===== src/hw/rtl/dhpi_pkg.sv =====
`default_nettype none
// ----------------------------------------------------------------------------
// dhpi_pkg
// Types and codes shared by the path index front end, job queue and probe engine.
// ----------------------------------------------------------------------------
package dhpi_pkg;

  localparam logic [31:0] HASH1_INIT = 32'd5381;

  localparam logic [2:0] ST_OK        = 3'd0;
  localparam logic [2:0] ST_NOT_FOUND = 3'd1;
  localparam logic [2:0] ST_DUPLICATE = 3'd2;
  localparam logic [2:0] ST_FULL      = 3'd3;
  localparam logic [2:0] ST_EMPTY     = 3'd4;

  localparam logic CMD_INSERT = 1'b0;
  localparam logic CMD_LOOKUP = 1'b1;

  typedef struct packed {
    logic        command;
    logic [7:0]  path_char;
    logic        last_char;
    logic [31:0] path_offset_in;
    logic [31:0] attr_offset_in;
  } in_t;

  typedef struct packed {
    logic [2:0]  status;
    logic [9:0]  slot;
    logic [31:0] path_offset_out;
    logic [31:0] attr_offset_out;
    logic [9:0]  entry_count;
  } out_t;

  typedef struct packed {
    logic        command;
    logic [31:0] hash1;
    logic [31:0] hash2;
    logic [31:0] path_offset;
    logic [31:0] attr_offset;
  } job_t;

endpackage
`default_nettype wire


===== src/hw/rtl/dhpi_front.sv =====
`default_nettype none
// ----------------------------------------------------------------------------
// dhpi_front
// Accepts path characters, runs both hashes and emits one job per path.
// ----------------------------------------------------------------------------
module dhpi_front import dhpi_pkg::*; (
  input  wire logic clk,
  input  wire logic rst,
  input  wire logic push,
  input  wire in_t  in_data,
  input  wire logic hold,
  output logic      full,
  output logic      job_push,
  output job_t      job
);

  logic [31:0] hash1;
  logic [31:0] hash2;
  logic [31:0] hash1_next;
  logic [31:0] hash2_next;
  logic [31:0] ch;
  logic        accept;

  assign ch         = {24'd0, in_data.path_char};
  assign hash1_next = (hash1 << 5) + hash1 + ch;
  assign hash2_next = ch + (hash2 << 6) + (hash2 << 16) - hash2;
  assign full       = hold;
  assign accept     = push && !hold;
  assign job_push   = accept && in_data.last_char;

  assign job.command     = in_data.command;
  assign job.hash1       = hash1_next;
  assign job.hash2       = hash2_next;
  assign job.path_offset = in_data.path_offset_in;
  assign job.attr_offset = in_data.attr_offset_in;

  always_ff @(posedge clk) begin
    if (rst) begin
      hash1 <= HASH1_INIT;
      hash2 <= 32'd0;
    end else if (accept) begin
      if (in_data.last_char) begin
        hash1 <= HASH1_INIT;
        hash2 <= 32'd0;
      end else begin
        hash1 <= hash1_next;
        hash2 <= hash2_next;
      end
    end
  end

endmodule
`default_nettype wire


===== config.mk =====
export PLATFORM = sky130hd
export DESIGN_NAME = dhpi_front
export DESIGN_NICKNAME = d
export VERILOG_FILES = /design/src/hw/rtl/dhpi_pkg.sv /design/src/hw/rtl/dhpi_front.sv
export SDC_FILE = /design/constraint.sdc
export NUM_CORES = 1
export LEC_CHECK = 0
export BUFFER_PORTS_ARGS = -buffer_cell sky130_fd_sc_hd__buf_2
export CORE_MARGIN = 2
export CORE_UTILIZATION = 49
export CTS_CLUSTER_SIZE = 40
export DETAILED_ROUTE_END_ITERATION = 10
export PLACE_DENSITY = 0.76
export SYNTH_ARGS = -nofsm -noshare
export SYNTH_HDL_FRONTEND = slang
export SYNTH_SLANG_ARGS = --single-unit
export TNS_END_PERCENT = 1

===== constraint.sdc =====
create_clock -name clk -period 7.7 [get_ports clk]
set_input_delay 1.54 -clock clk [delete_from_list [all_inputs] [get_ports clk]]
set_output_delay 1.54 -clock clk [all_outputs]
set_load 0.05 [all_outputs]

==> metrics.txt <==
worst min path class=reg -> reg; CTS Hold Buffers Added=0; Worst path max stage delay=0.53 ns; Worst Skew=0.00720 ns; gr ovfl total=0; Yosys cell types=61; pre-CTS setup slack=1.43 ns; # diodes=0; number of remaining DRC errors=0; Final Wtd Congestion=0.972; max frequency=158 MHz; DRT Pass-1 Iters=6; status=finished, final reports clean; clk root buf=clkbuf_16; number of flops mapped to enable cells by yosys=0; crit-path cells=buf_2 > inv_1 > fa_1 > inv_1 > ha_1 > a21oi_1 > nand2_1 > a31oi_1 > o211ai_1 > a311oi_1 > nor2_1 > o21ai_0 > xnor2_1 > buf_2; Synth Net Count=1051; global-route usage over all layers=0.238; Worst Max-Slew Pin Slew=0.734 ns; vias per std cell=5.88; initial antenna violation count=0; largest net degree at the start of global routing=36; Initial DRC Count=435; total CTS buffers=9; nets=1037; Skew-Pair Late Insertion Delay=0.34 ns; period utilization=0.820; syn avg cell area=8.31 um2; PortBufs=78; number of global-route vias before repair=around 5.6k; Setup Crit Path Kind=in -> out; RSZ-0062 raised after global routing=false; Syn-to-layout area delta=4.24%; cell area after layout=between 7000 and 8000 um2; antenna-violating nets left=0; setup TNS=0 ns; die area=roughly 15000 um2; Reg2Reg Depth=13; share of post-route cells with drive strength above 1=0.136; Max Cap Violations=0; hpwl dp=13800 um; Async SR Flop Fraction=0; CTS tree=built; Post-CTS Setup Inserts=0; Die Span Y=124 um; P per Cell Area=about 340 nW/um2; Synth Instances=849; CP required=6.16 ns; final core occ=0.526; Core ar.=14000 um2; Synth Register Bits=between 60 and 70; Reg clk slew, reported paths=0.06 ns; Slew Viols, Final=0; min setup slack post-route=1.39 ns; post-CTS sizing=0; io pins=~210; Buf+Inv Stages, Crit Path=4; Static Leak=3.69 nW; routed len/inst=17.4 um; crit start category=input pin; Placed Instances=1004; CP delay by family, top=compound AO/OA/AOI/OAI gates; main flop type after synthesis=dfxtp_1; Max-slew headroom=0.510; Power Total=2.54 mW; maximum buffer depth of the clock tree=2; Max stage delay cell, worst path=fa_1; first-pass GRT wire length=28500 um; routed wire length=approximately 18000 um; Setup crit end kind=output pin; VDD IR-drop max=between 0.3 and 0.4 mV; H-Tree Depth=3; CTS sink count=64; maximum fanout along the worst path=5; final hold violations=0; Hold Crit Depth=2; Placed Area=between 7000 and 8000 um2; Starting Density=0.505; sequential share of the synthesized area=0.182; worst hold slack=0.453 ns; die width=124 um; Setup Viol. Count Final=0; Cell Area, Synth=7060 um2; minimum clock period=6.31 ns; CP Depth=14; vias=5996; synth warn=0; critical path arrival=~4.8 ns; post-route insts no fill=1020; Rows=43
==> worst reg2reg max path: stages, from the launching register on <==
cell and delay (ns):
dfxtp_1 0.37, inv_1 0.09, fa_1 0.51, inv_1 0.04
ha_1 0.35, a21oi_1 0.20, nand2_1 0.07, a31oi_1 0.31
o211ai_1 0.26, a311oi_1 0.44, nor2_1 0.10, o21ai_0 0.28
xnor2_1 0.14, a22o_1 0.21
==> metal layers <==
metal	up-vias	global-route usage	part of all wire
met3	40	0.0559	0.064
li1	2924	-	-
met2	214	0.379	0.45
met1	2818	0.321	0.47
met5	-	0	0
met4	0	0.0730	0.019
==> flip-flops by register name (all words and copies together) (netlist names) <==
name	flops
hash1	32
hash2	32
==> cells in the final DEF, fill, tap and decap left out, types with 3 or more instances in the layout <==
master	instances
fa_1	22
clkbuf_16	9
ha_1	102
buf_4	4
o211ai_1	4
or3_1	3
a22oi_1	20
and4_1	3
a211oi_1	7
o21ai_0	28
nand3_1	13
nand4_1	16
a21o_1	44
buf_2	78
a22o_1	33
nand2b_1	11
nor2b_1	7
inv_1	74
a31o_2	3
nand2_1	36
a31oi_1	11
nand3b_1	5
and3_1	5
xnor2_1	38
o21ai_1	9
o21a_1	7
a21oi_1	50
nor2_1	56
xor2_1	21
dfxtp_1	64
o22ai_1	4
o21bai_1	6
nor3_1	7
==> final cells by class <==
class	instances	area (um2)
fill	1350	6630
multi-input combinational	604	4850
sequential	64	1280
inverter	74	278
timing repair buffer	82	420
clock buffer	13	260
tap	180	225
clock inverter	3	40.0
==> report_power, final <==
group	total, mW	internal, mW	switching, mW
sequential	0.379	0.356	0.0230
combinational	1.73	0.488	1.25
clock	0.426	0.267	0.158
==> synth_stat cells (6+ instances only) <==
| cell type | instances | area [um2] |
|---|---|---|
| ha_1 | 102 | 1280 |
| dfxtp_1 | 64 | 1280 |
| o21bai_1 | 6 | 45.0 |
| nor2_1 | 57 | 214 |
| nor2b_1 | 7 | 43.8 |
| xor2_1 | 21 | 184 |
| buf_4 | 66 | 495 |
| fa_1 | 22 | 440 |
| nand4_1 | 16 | 100 |
| nand2b_1 | 11 | 68.8 |
| a22o_1 | 33 | 289 |
| xnor2_1 | 38 | 333 |
| nand3_1 | 13 | 65.1 |
| nand2_1 | 36 | 135 |
| a31oi_1 | 11 | 68.8 |
| a21oi_1 | 50 | 250 |
| o21ai_0 | 28 | 140 |
| o21a_1 | 7 | 52.6 |
| clkbuf_1 | 36 | 135 |
| a21o_1 | 44 | 330 |
| a22oi_1 | 20 | 150 |
| nor3_1 | 8 | 40.0 |
| a211oi_1 | 7 | 52.6 |
| o21ai_1 | 9 | 45.0 |
| inv_1 | 74 | 278 |
==> kinds of logic (layout without fill, tap and decap cells) <==
kind of cell	count (synthesis)	after routing	synth area share
buf+inv	181	172	0.132
fa+ha+maj	124	124	0.243
mux	2	2	0.00301
compound gates	249	249	0.250
flops	64	64	0.182
simple gates	170	170	0.117
xor+xnor	59	59	0.0732
==> worst paths after layout <==
| path | start | to | slack, ns |
|---|---|---|---|
| hold reg to reg | hash2[1] | hash2[1] | 0.45 |
| setup reg to reg | hash1[0] | hash1[28] | 4.21 |
| hold / removal | hash2[1] | hash2[1] | 0.45 |
| setup / recovery | in_data[70] | job[124] | 1.39 |
(Power assumes the default switching activity.)
