===== config.mk =====
export PLATFORM = sky130hd
export DESIGN_NAME = dhpi_job_fifo
export DESIGN_NICKNAME = d
export VERILOG_FILES = /design/src/hw/rtl/dhpi_pkg.sv /design/src/hw/rtl/dhpi_job_fifo.sv
export SDC_FILE = /design/constraint.sdc
export NUM_CORES = 1
export LEC_CHECK = 0
export BUFFER_PORTS_ARGS = -buffer_cell sky130_fd_sc_hd__buf_2
export CAP_MARGIN = 40
export CORE_UTILIZATION = 35
export CTS_CLUSTER_SIZE = 24
export DETAILED_ROUTE_END_ITERATION = 10
export MAX_ROUTING_LAYER = met4
export PLACE_DENSITY = 0.7
export SETUP_SLACK_MARGIN = 0.05
export SYNTH_ARGS = -nofsm -noshare
export SYNTH_HDL_FRONTEND = slang
export SYNTH_SLANG_ARGS = --single-unit

===== constraint.sdc =====
create_clock -name clk -period 6.1 [get_ports clk]
set_input_delay 0 -clock clk [delete_from_list [all_inputs] [get_ports clk]]
set_output_delay 0 -clock clk [all_outputs]
set_load 0.1 [all_outputs]

===== src/hw/rtl/dhpi_pkg.sv =====
`default_nettype none
// ----------------------------------------------------------------------------
// dhpi_pkg
// Types and codes shared by the path index front end, job queue and probe engine.
// ----------------------------------------------------------------------------
package dhpi_pkg;

  localparam logic [31:0] HASH1_INIT = 32'd5381;

  localparam logic [2:0] ST_OK        = 3'd0;
  localparam logic [2:0] ST_NOT_FOUND = 3'd1;
  localparam logic [2:0] ST_DUPLICATE = 3'd2;
  localparam logic [2:0] ST_FULL      = 3'd3;
  localparam logic [2:0] ST_EMPTY     = 3'd4;

  localparam logic CMD_INSERT = 1'b0;
  localparam logic CMD_LOOKUP = 1'b1;

  typedef struct packed {
    logic        command;
    logic [7:0]  path_char;
    logic        last_char;
    logic [31:0] path_offset_in;
    logic [31:0] attr_offset_in;
  } in_t;

  typedef struct packed {
    logic [2:0]  status;
    logic [9:0]  slot;
    logic [31:0] path_offset_out;
    logic [31:0] attr_offset_out;
    logic [9:0]  entry_count;
  } out_t;

  typedef struct packed {
    logic        command;
    logic [31:0] hash1;
    logic [31:0] hash2;
    logic [31:0] path_offset;
    logic [31:0] attr_offset;
  } job_t;

endpackage
`default_nettype wire


===== src/hw/rtl/dhpi_job_fifo.sv =====
`default_nettype none
// ----------------------------------------------------------------------------
// dhpi_job_fifo
// Two-entry queue of hashed jobs between the front end and the probe engine.
// ----------------------------------------------------------------------------
module dhpi_job_fifo import dhpi_pkg::*; (
  input  wire logic clk,
  input  wire logic rst,
  input  wire logic wr,
  input  wire job_t wr_data,
  input  wire logic rd,
  output job_t      rd_data,
  output logic      fifo_full,
  output logic      fifo_empty
);

  job_t       entries [2];
  logic       wptr;
  logic       rptr;
  logic [1:0] fill;

  assign rd_data    = entries[rptr];
  assign fifo_full  = (fill == 2'd2);
  assign fifo_empty = (fill == 2'd0);

  always_ff @(posedge clk) begin
    if (wr) begin
      entries[wptr] <= wr_data;
    end
  end

  always_ff @(posedge clk) begin
    if (rst) begin
      wptr <= 1'b0;
      rptr <= 1'b0;
      fill <= 2'd0;
    end else begin
      if (wr) wptr <= ~wptr;
      if (rd) rptr <= ~rptr;
      fill <= fill + {1'b0, wr} - {1'b0, rd};
    end
  end

endmodule
`default_nettype wire


==> impl_metrics.tcl, run 1 <==
set metrics [dict create \
    layout-drive-gt1-share 0.512 \
    place_congestion 0.789 \
    placed_area_um2 11300 \
    insertion_delay_ns 0.53 \
    setup_viol_count_final 0 \
    synth_nets 557 \
    grt_pass1_wl_um 31100 \
    leakage_uw 0.00509 \
    timing_hold_violations_final 0 \
    seq_area_um2 7850 \
    ys_top_cells_by_area "edfxtp_1 (81%), mux2_2 (15%), buf_6 (1.5%), dfxtp_1 (1.0%), ha_1 (0.26%)" \
    critical_path_required_ns 6.10 \
    fin_crit_ns 2.43 \
    fin_ws_ns 3.67 \
    dp_slack_ns 3.71 \
    worstMarginPinSlew_ns 0.823 \
    yosysTopAreaCellShare 0.810 \
    fill_cells 2227 \
    fmax_ghz 0.411 \
    synth_warnings 0 \
    cp_num_buf_inv 2 \
    core_area_um2 26900 \
    cts.clk_slew.worst_paths_ns 0.06 \
    finalClockSkew_ns 0.0132 \
    layout.nets 975 \
    cts_tree "done" \
    crit_chain "buf_4 -> mux2_2 -> buf_2" \
    numPortBuffers 263 \
    antenna_found_initial 0 \
    track_usage 0.147 \
    drtPass1Iterations 4 \
    yosys.cell_types.count 12 \
    cts_resized 0 \
    worstSetupPathType "reg -> out" \
    start_util 0.356 \
    crit_family "buffers and inverters" \
    syn_to_final_growth_pct 40.9 \
    drt_iter0_drc 238 \
    syn_avg_cell_area_um2 22.7 \
    grt_max_degree 63 \
    tns_ns 0 \
    final_cell_mix "buf_2 (263), edfxtp_1 (258), dlygate4sd3_1 (133)" \
    cap_violations 0 \
    crit_path_start_kind "flop" \
    cts_inserted_buffers 28 \
    via_per_inst 4.49 \
    diodes 0 \
    die_x_um 167 \
    cts_max_path_buffers 3 \
    drt_wl_total_um 20500 \
    ir_drop_v 0.000286 \
    rsz0062_at_grt "no" \
    grt_pass1_vias 5880 \
    row_count 60 \
    hold_ws_ns 0.188 \
    ant_nets 0 \
    layout_commonest_cell "buf_2" \
    post_drt_wl_per_cell_um 17.0 \
    cp-end-kind "output pin" \
    max_stage_delay_ns 0.60 \
    critPathMaxFanout 44 \
    regToRegSetupSlack_ns 3.79 \
    synth-seq-cells 263 \
    outcome "complete, no violations" \
    drv_slew 0 \
    relSlewSlack 0.451 \
    yosysTopAreaCell "edfxtp_1" \
    multiInputGateArea_um2 1570 \
    cp_slowest_cell "dfxtp_4" \
    hp-class "in -> reg" \
    ys_seq_area_frac 0.820 \
    htreeDepth 1 \
    cts_sinks 263 \
    die_h_um 167 \
    cts_root_buf "clkbuf_16" \
    p_per_area_nw_per_um2 367 \
    drcViolationCount 0 \
    dpl.hpwl_um 12100 \
    power_uw 4950 \
    ios 264 \
    synth_area_um2 9570 \
    final_area_um2 13500 \
    vias 5405 \
    arrival_ns 2.43 \
    synthCells 422 \
    finalCritPeriodShare 0.398 \
    grt-ovfl-total 0 \
    die_area_um2 28000 \
]
==> cells in the mapped netlist <==
cell	number
nor2b_1	3
buf_6	13
mux2_2	129
and2_1	1
dfxtp_1	5
inv_1	2
xnor2_1	2
nor2_1	5
buf_2	1
xnor3_1	1
ha_1	2
edfxtp_1	258
==> path summary, 6_finish.rpt <==
kind | start | end | cells after the start
worst min register to register | rptr$_SDFFE_PP0P_ | rptr$_SDFFE_PP0P_ | 2
worst min-delay path | wr_data[122] | entries[0][122]$_DFFE_PP_ | 2
worst max-delay path | flop | rd_data[12] | 3
worst max register to register | wptr$_SDFFE_PP0P_ | entries[1][18]$_DFFE_PP_ | 3
==> layer usage <==
metal | vias to the layer above | GRT usage | wire, µm
met4 | 0 | 0.0479 | 651
met5 | - | - | 0
met2 | 196 | 0.254 | 10400
met1 | 2648 | 0.168 | 8200
li1 | 2515 | - | -
met3 | 46 | 0.0355 | 1240
==> cell type report <==
class / instances / area share
Timing Repair Buffer: 402 / 0.203
Sequential cell: 263 / 0.583
Clock inverter: 13 / 0.00854
Clock buffer: 39 / 0.0574
Tap cell: 341 / 0.0317
Inverter: 2 / 0.000557
Multi-Input combinational cell: 143 / 0.117
==> cell families (layout without fill, tap and decap cells) <==
logic type               count (synthesis)  in the layout  share of synthesized area
adder cells (fa/ha/maj)                  2              2                    0.00261
XOR/XNOR                                 3              3                    0.00418
AND/OR/NAND/NOR                          9              9                    0.00458
buffers and inverters                   16            456                     0.0166
flip-flops                             263            263                      0.820
multiplexers                           129            129                      0.152
==> timing repair <==
item | CTS | global route
hold endpoints to repair | 263 | 0
hold buffers | 133 | 0
buffers inserted | 0 | 0
==> state kept, by name (all words and copies together), names as in the netlist, named ones only <==
register / cells
fill: 2
wptr: 1
rptr: 1
entries: 258
==> power breakdown <==
part           internal [µW]  total (µW)  switching [µW]
clock                    966        1630             659
combinational            261        1180             914
sequential              2110        2150            35.7
total                   3340        4950            1610
==> through the flow <==
stage / utilization / instances
finish: 0.501 / 1203
detailed placement: 0.419 / 1018
CTS: 0.501 / 1203
global placement: 0.417 / 1016
floorplan: - / 422
global route: 0.501 / 1203
Note: power is estimated with default switching activity, not from simulation.
==> inputs of run 2 (changes only) <==
- clock period: 6.1 -> 2 ns (I/O delays scaled with it)
==> run 2 against run 1 <==
Compared with the run above:
- sequential cell count unchanged
- hold slack gained 0.013 ns
- register-to-register slack got worse by 3.3 ns
- clock skew fell by 0.0064 ns
- global-route usage up 0.30 points
- sequential power increased to 3.0 times the previous value
- clock power grew to 2.7 times the previous value
- worst setup slack lost 3.6 ns
- utilization increased by 0.20 points
- first-iteration DRC count up 35%
==> impl_metrics.tcl, run 2 (synthesized netlist as in run 1, its figures left out) <==
set metrics [dict create \
    outcome "complete, no violations" \
    worstSetupPathType "reg -> out" \
    finalClockSkew_ns 0.00680 \
    cp_slowest_cell "dfxtp_4" \
    syn_to_final_growth_pct 41.4 \
    cap_violations 0 \
    fill_cells 2228 \
    row_count 60 \
    cp-end-kind "output pin" \
    drtPass1Iterations 4 \
    grt_pass1_wl_um 31800 \
    cts.clk_slew.worst_paths_ns 0.06 \
    final_cell_mix "edfxtp_1 (258), buf_2 (233), dlygate4sd3_1 (133)" \
    track_usage 0.150 \
    cts_sinks 263 \
    cts_tree "done" \
    hold_path_depth 2 \
    cts_inserted_buffers 27 \
    drt_iter0_drc 321 \
    via_per_inst 4.49 \
    place_congestion 0.733 \
    insertion_delay_ns 0.52 \
    largest_reg_flops 258 \
    r2r_cells 2 \
    fin_crit_ns 1.90 \
    relSlewSlack 0.647 \
    cts_max_path_buffers 3 \
    dpl.hpwl_um 12200 \
    worstMarginPinSlew_ns 0.534 \
    grt_pass1_vias 5953 \
    p_per_area_nw_per_um2 1080 \
    numPortBuffers 263 \
    crit_path_start_kind "flop" \
    grt_max_degree 67 \
    antenna_found_initial 2 \
    drcViolationCount 0 \
    crit_chain "buf_16 -> mux2_2 -> clkbuf_4" \
    ios 264 \
    top_regs "entries (258), fill (2)" \
    layout.nets 978 \
    arrival_ns 1.90 \
    die_x_um 167 \
    max_stage_delay_ns 0.42 \
    ant_nets 0 \
    drt_wl_total_um 20700 \
    fmax_ghz 0.527 \
    start_util 0.356 \
    tns_ns 0 \
    die_h_um 167 \
    post_drt_wl_per_cell_um 17.2 \
    max_flop_register "entries" \
    htreeDepth 1 \
    finalCritPeriodShare 0.949 \
    hp-class "in -> reg" \
    layout-drive-gt1-share 0.512 \
    die_area_um2 28000 \
    drv_slew 0 \
    rsz0062_at_grt "yes" \
    layout_commonest_cell "edfxtp_1" \
    cts_root_buf "clkbuf_16" \
    leakage_uw 0.00508 \
    critPathMaxFanout 44 \
    final_area_um2 13500 \
    core_area_um2 26900 \
    timing_hold_violations_final 0 \
    grt-ovfl-total 0 \
    placed_area_um2 11300 \
    setup_viol_count_final 0 \
    vias 5398 \
    ir_drop_v 0.000943 \
    critical_path_required_ns 2.00 \
]
[run 2: changes by cell type in the layout (fill, tap and decap cells not counted), moves of 5 or more]
cell	change
clkbuf_4	+30
clkinv_1	+5
buf_12	+7
clkbuf_1	-5
buf_2	-30
[run 2: final cells by class]
| cell class | instances | area [µm²] | share of cell area |
|---|---|---|---|
| Timing Repair Buffer | 406 | 2910 | 0.215 |
| Antenna cell | 2 | 5.00 | 0.000370 |
| Multi-Input combinational cell | 143 | 1570 | 0.116 |
| Clock buffer | 31 | 691 | 0.0510 |
| Inverter | 2 | 7.51 | 0.000555 |
| Clock inverter | 15 | 73.8 | 0.00545 |
| Sequential cell | 263 | 7850 | 0.580 |
| Tap cell | 341 | 427 | 0.0315 |
[run 2: what timing repair did]
item	CTS	global route
hold buffers	133	0
gates resized for setup	0	31
setup buffers	2	0
hold endpoints to repair	263	0
endpoints found under the setup margin	113	38
[run 2: worst max-delay path: cells and delay by family (launching register included)]
kind / cells / cell delay (ns)
buffers and inverters: 2 / 0.52
flip-flops: 1 / 0.42
multiplexers: 1 / 0.39
[run 2: path summary, 6_finish.rpt]
path	from	end	slack [ns]
hold / removal	wr_data[8]	entries[0][8]$_DFFE_PP_	0.20
setup / recovery	flop	rd_data[90]	0.10
setup reg to reg	wptr$_SDFFE_PP0P_	entries[1][76]$_DFFE_PP_	0.53
hold reg to reg	rptr$_SDFFE_PP0P_	flop	0.52
[run 2: stage by stage]
step / util / hold WS (ns) / power, µW / worst slack [ns] / instances
global placement: 0.422 / 0.187 / 10000 / 0.467 / 1020
detailed placement: 0.422 / 0.191 / 10100 / 0.465 / 1020
global route: 0.504 / 0.181 / 15100 / 0.0375 / 1203
finish: 0.504 / 0.201 / 14700 / 0.101 / 1203
CTS: 0.500 / 0.174 / 14700 / 0.0712 / 1201
floorplan: - / 0.0650 / 9480 / -0.660 / 422
[run 2: power breakdown]
group          internal [µW]  total (µW)  switching (µW)  leakage [µW]
clock                   2450        4450            2000      0.000376
sequential              6440        6530            91.0       0.00246
combinational            863        3680            2820       0.00224
total                   9750       14700            4910       0.00508
[run 2: routing by layer]
layer | routed length, µm | global-route usage
met2 | 10300 | 0.260
met1 | 8300 | 0.170
met5 | 0 | -
met4 | 693 | 0.0507
met3 | 1330 | 0.0355
==> inputs of run 3 (changes only) <==
==> constraint.sdc (replaced) <==
create_clock -name clk -period 2 [get_ports clk]
set_input_delay 0.4 -clock clk [delete_from_list [all_inputs] [get_ports clk]]
set_output_delay 0.4 -clock clk [all_outputs]
set_load 0.1 [all_outputs]
==> run 3 against run 2 <==
Compared with the run above:
- the run now ends with setup timing left
- clock skew is essentially flat
- combinational power is 19% higher
- die area did not move
- count of clock-buffer cells in the layout grew 5
- maximum frequency fell by 15%
- critical path depth up 1
- non-clock buffer count shrank 123
- utilization rose by 1.2 points
- sequential share of layout area fell by 1.3 points
- global-route usage down 1.5 points
- sequential cell count stayed put
- hold slack worse by 0.14 ns
- highest routed layer unchanged
==> impl_metrics.tcl, run 3 (synthesized netlist as in run 1, its figures left out) <==
set metrics [dict create \
    seq_area_um2 7850 \
    layout.nets 855 \
    hold_ws_ns 0.0600 \
    vias 5009 \
    relSlewSlack 0.675 \
    die_area_um2 28000 \
    max_flop_register "entries" \
    setup_viol_count_final 129 \
    core_area_um2 26900 \
    cts_root_buf "clkbuf_16" \
    cts_inserted_buffers 27 \
    fin_util 0.515 \
    via_per_inst 4.64 \
    drt_iter0_drc 273 \
    internal_power_uw 10300 \
    cts_max_path_buffers 3 \
    fin_crit_ns 2.23 \
    cts_tree "done" \
    finalClockSkew_ns 0.00677 \
    fin_ws_ns -0.227 \
    critical_path_required_ns 1.60 \
    combPwrFrac 0.285 \
    drcViolationCount 0 \
    power_uw 15300 \
    switchingPower_uw 4980 \
    row_count 60 \
    finalCritPeriodShare 1.11 \
    seq_power_share 0.427 \
    dpl.hpwl_um 11700 \
    antenna_found_initial 1 \
    outcome "finished with violations" \
    tns_ns -20.88 \
    leakage_uw 0.00528 \
    p_per_area_nw_per_um2 1110 \
    hp-class "in -> reg" \
    drt_wl_total_um 20800 \
    place_congestion 0.736 \
    crit_path_start_kind "flop" \
    worstMarginPinSlew_ns 0.491 \
    critPathMaxFanout 13 \
    ios 264 \
    syn_to_final_growth_pct 44.7 \
    grt-ovfl-total 0 \
    drv_slew 0 \
    final_cell_mix "edfxtp_1 (258), buf_2 (133), mux2_2 (72)" \
    grt_pass1_vias 5242 \
    drtPass1Iterations 4 \
    post_drt_wl_per_cell_um 19.3 \
    clkPwrFrac 0.288 \
    hold_buffers 0 \
    ir_drop_v 0.000765 \
    fmax_ghz 0.449 \
    cts.clk_slew.worst_paths_ns 0.06 \
    largest_reg_flops 258 \
    cts_sinks 263 \
    layout_commonest_cell "edfxtp_1" \
    track_usage 0.135 \
    placed_area_um2 11400 \
    insertion_delay_ns 0.53 \
    top_regs "entries (258), fill (2)" \
    fill_cells 2131 \
    numPortBuffers 263 \
    grt_pass1_wl_um 28500 \
    die_h_um 167 \
    worstSetupPathType "reg -> out" \
    arrival_ns 1.83 \
    cp-end-kind "output pin" \
    start_util 0.356 \
    p_sw_frac 0.325 \
    die_x_um 167 \
    timing_hold_violations_final 0 \
    multiInputGateArea_um2 1790 \
    violations "setup timing" \
    cap_violations 0 \
    grt_max_degree 68 \
    htreeDepth 1 \
    rsz0062_at_grt "yes" \
    layout-drive-gt1-share 0.613 \
    ant_nets 0 \
    final_area_um2 13800 \
]
## run 3: final timing paths
check / start / to / slack [ns] / cells after the start
worst max-delay path: flop / rd_data[104] / -0.23 / 4
worst min-delay path: wr_data[123] / entries[0][123]$_DFFE_PP_ / 0.06 / 1
worst max register to register: wptr$_SDFFE_PP0P_ / entries[1][47]$_DFFE_PP_ / 0.55 / 2
worst min register to register: rptr$_SDFFE_PP0P_ / flop / 0.52 / 2
## run 3: stage by stage
stage               setup slack [ns]  std cells
floorplan                     -0.771        422
global placement               0.178       1020
detailed placement             0.189       1020
CTS                           -0.362       1069
global route                  -0.286       1079
finish                        -0.227       1079
## run 3: critical path, cell delays in order (launching register included)
cell     delay, ns
dfxtp_4       0.40
buf_12        0.17
buf_16        0.16
mux2_2        0.36
buf_6         0.19
## run 3: layout make-up
cell class,instances,area share
Sequential cell,263,0.567
Inverter,2,0.000542
Tap cell,341,0.0308
Timing Repair Buffer,283,0.217
Antenna cell,1,0.000181
Multi-Input combinational cell,143,0.129
Clock inverter,10,0.00389
Clock buffer,36,0.0512
## run 3: routing by layer
layer  wire length, µm  vias up  part of all wire  GRT usage
met5                 0        -                 0          -
met3              1340       27             0.065     0.0366
li1                  -     2282                 -          -
met1              8640     2518              0.41      0.166
met2             10400      182              0.50      0.221
met4               410        0             0.020     0.0355
## run 3: timing repair
item,in CTS,in global routing
endpoints found under the hold margin,0,0
gates cloned,2,8
setup endpoints to repair,129,130
buffers inserted,1,1
gates resized for setup,192,248
## run 3: power by group through the flow
stage | combinational, µW | sequential (µW) | clock, µW
after detailed placement | 3450 | 6640 | 0
after CTS | 3810 | 6520 | 4550
after global routing | 4480 | 6560 | 4730
after floorplan | 2870 | 6620 | 0
after global placement | 3430 | 6620 | 0
final | 4370 | 6530 | 4410
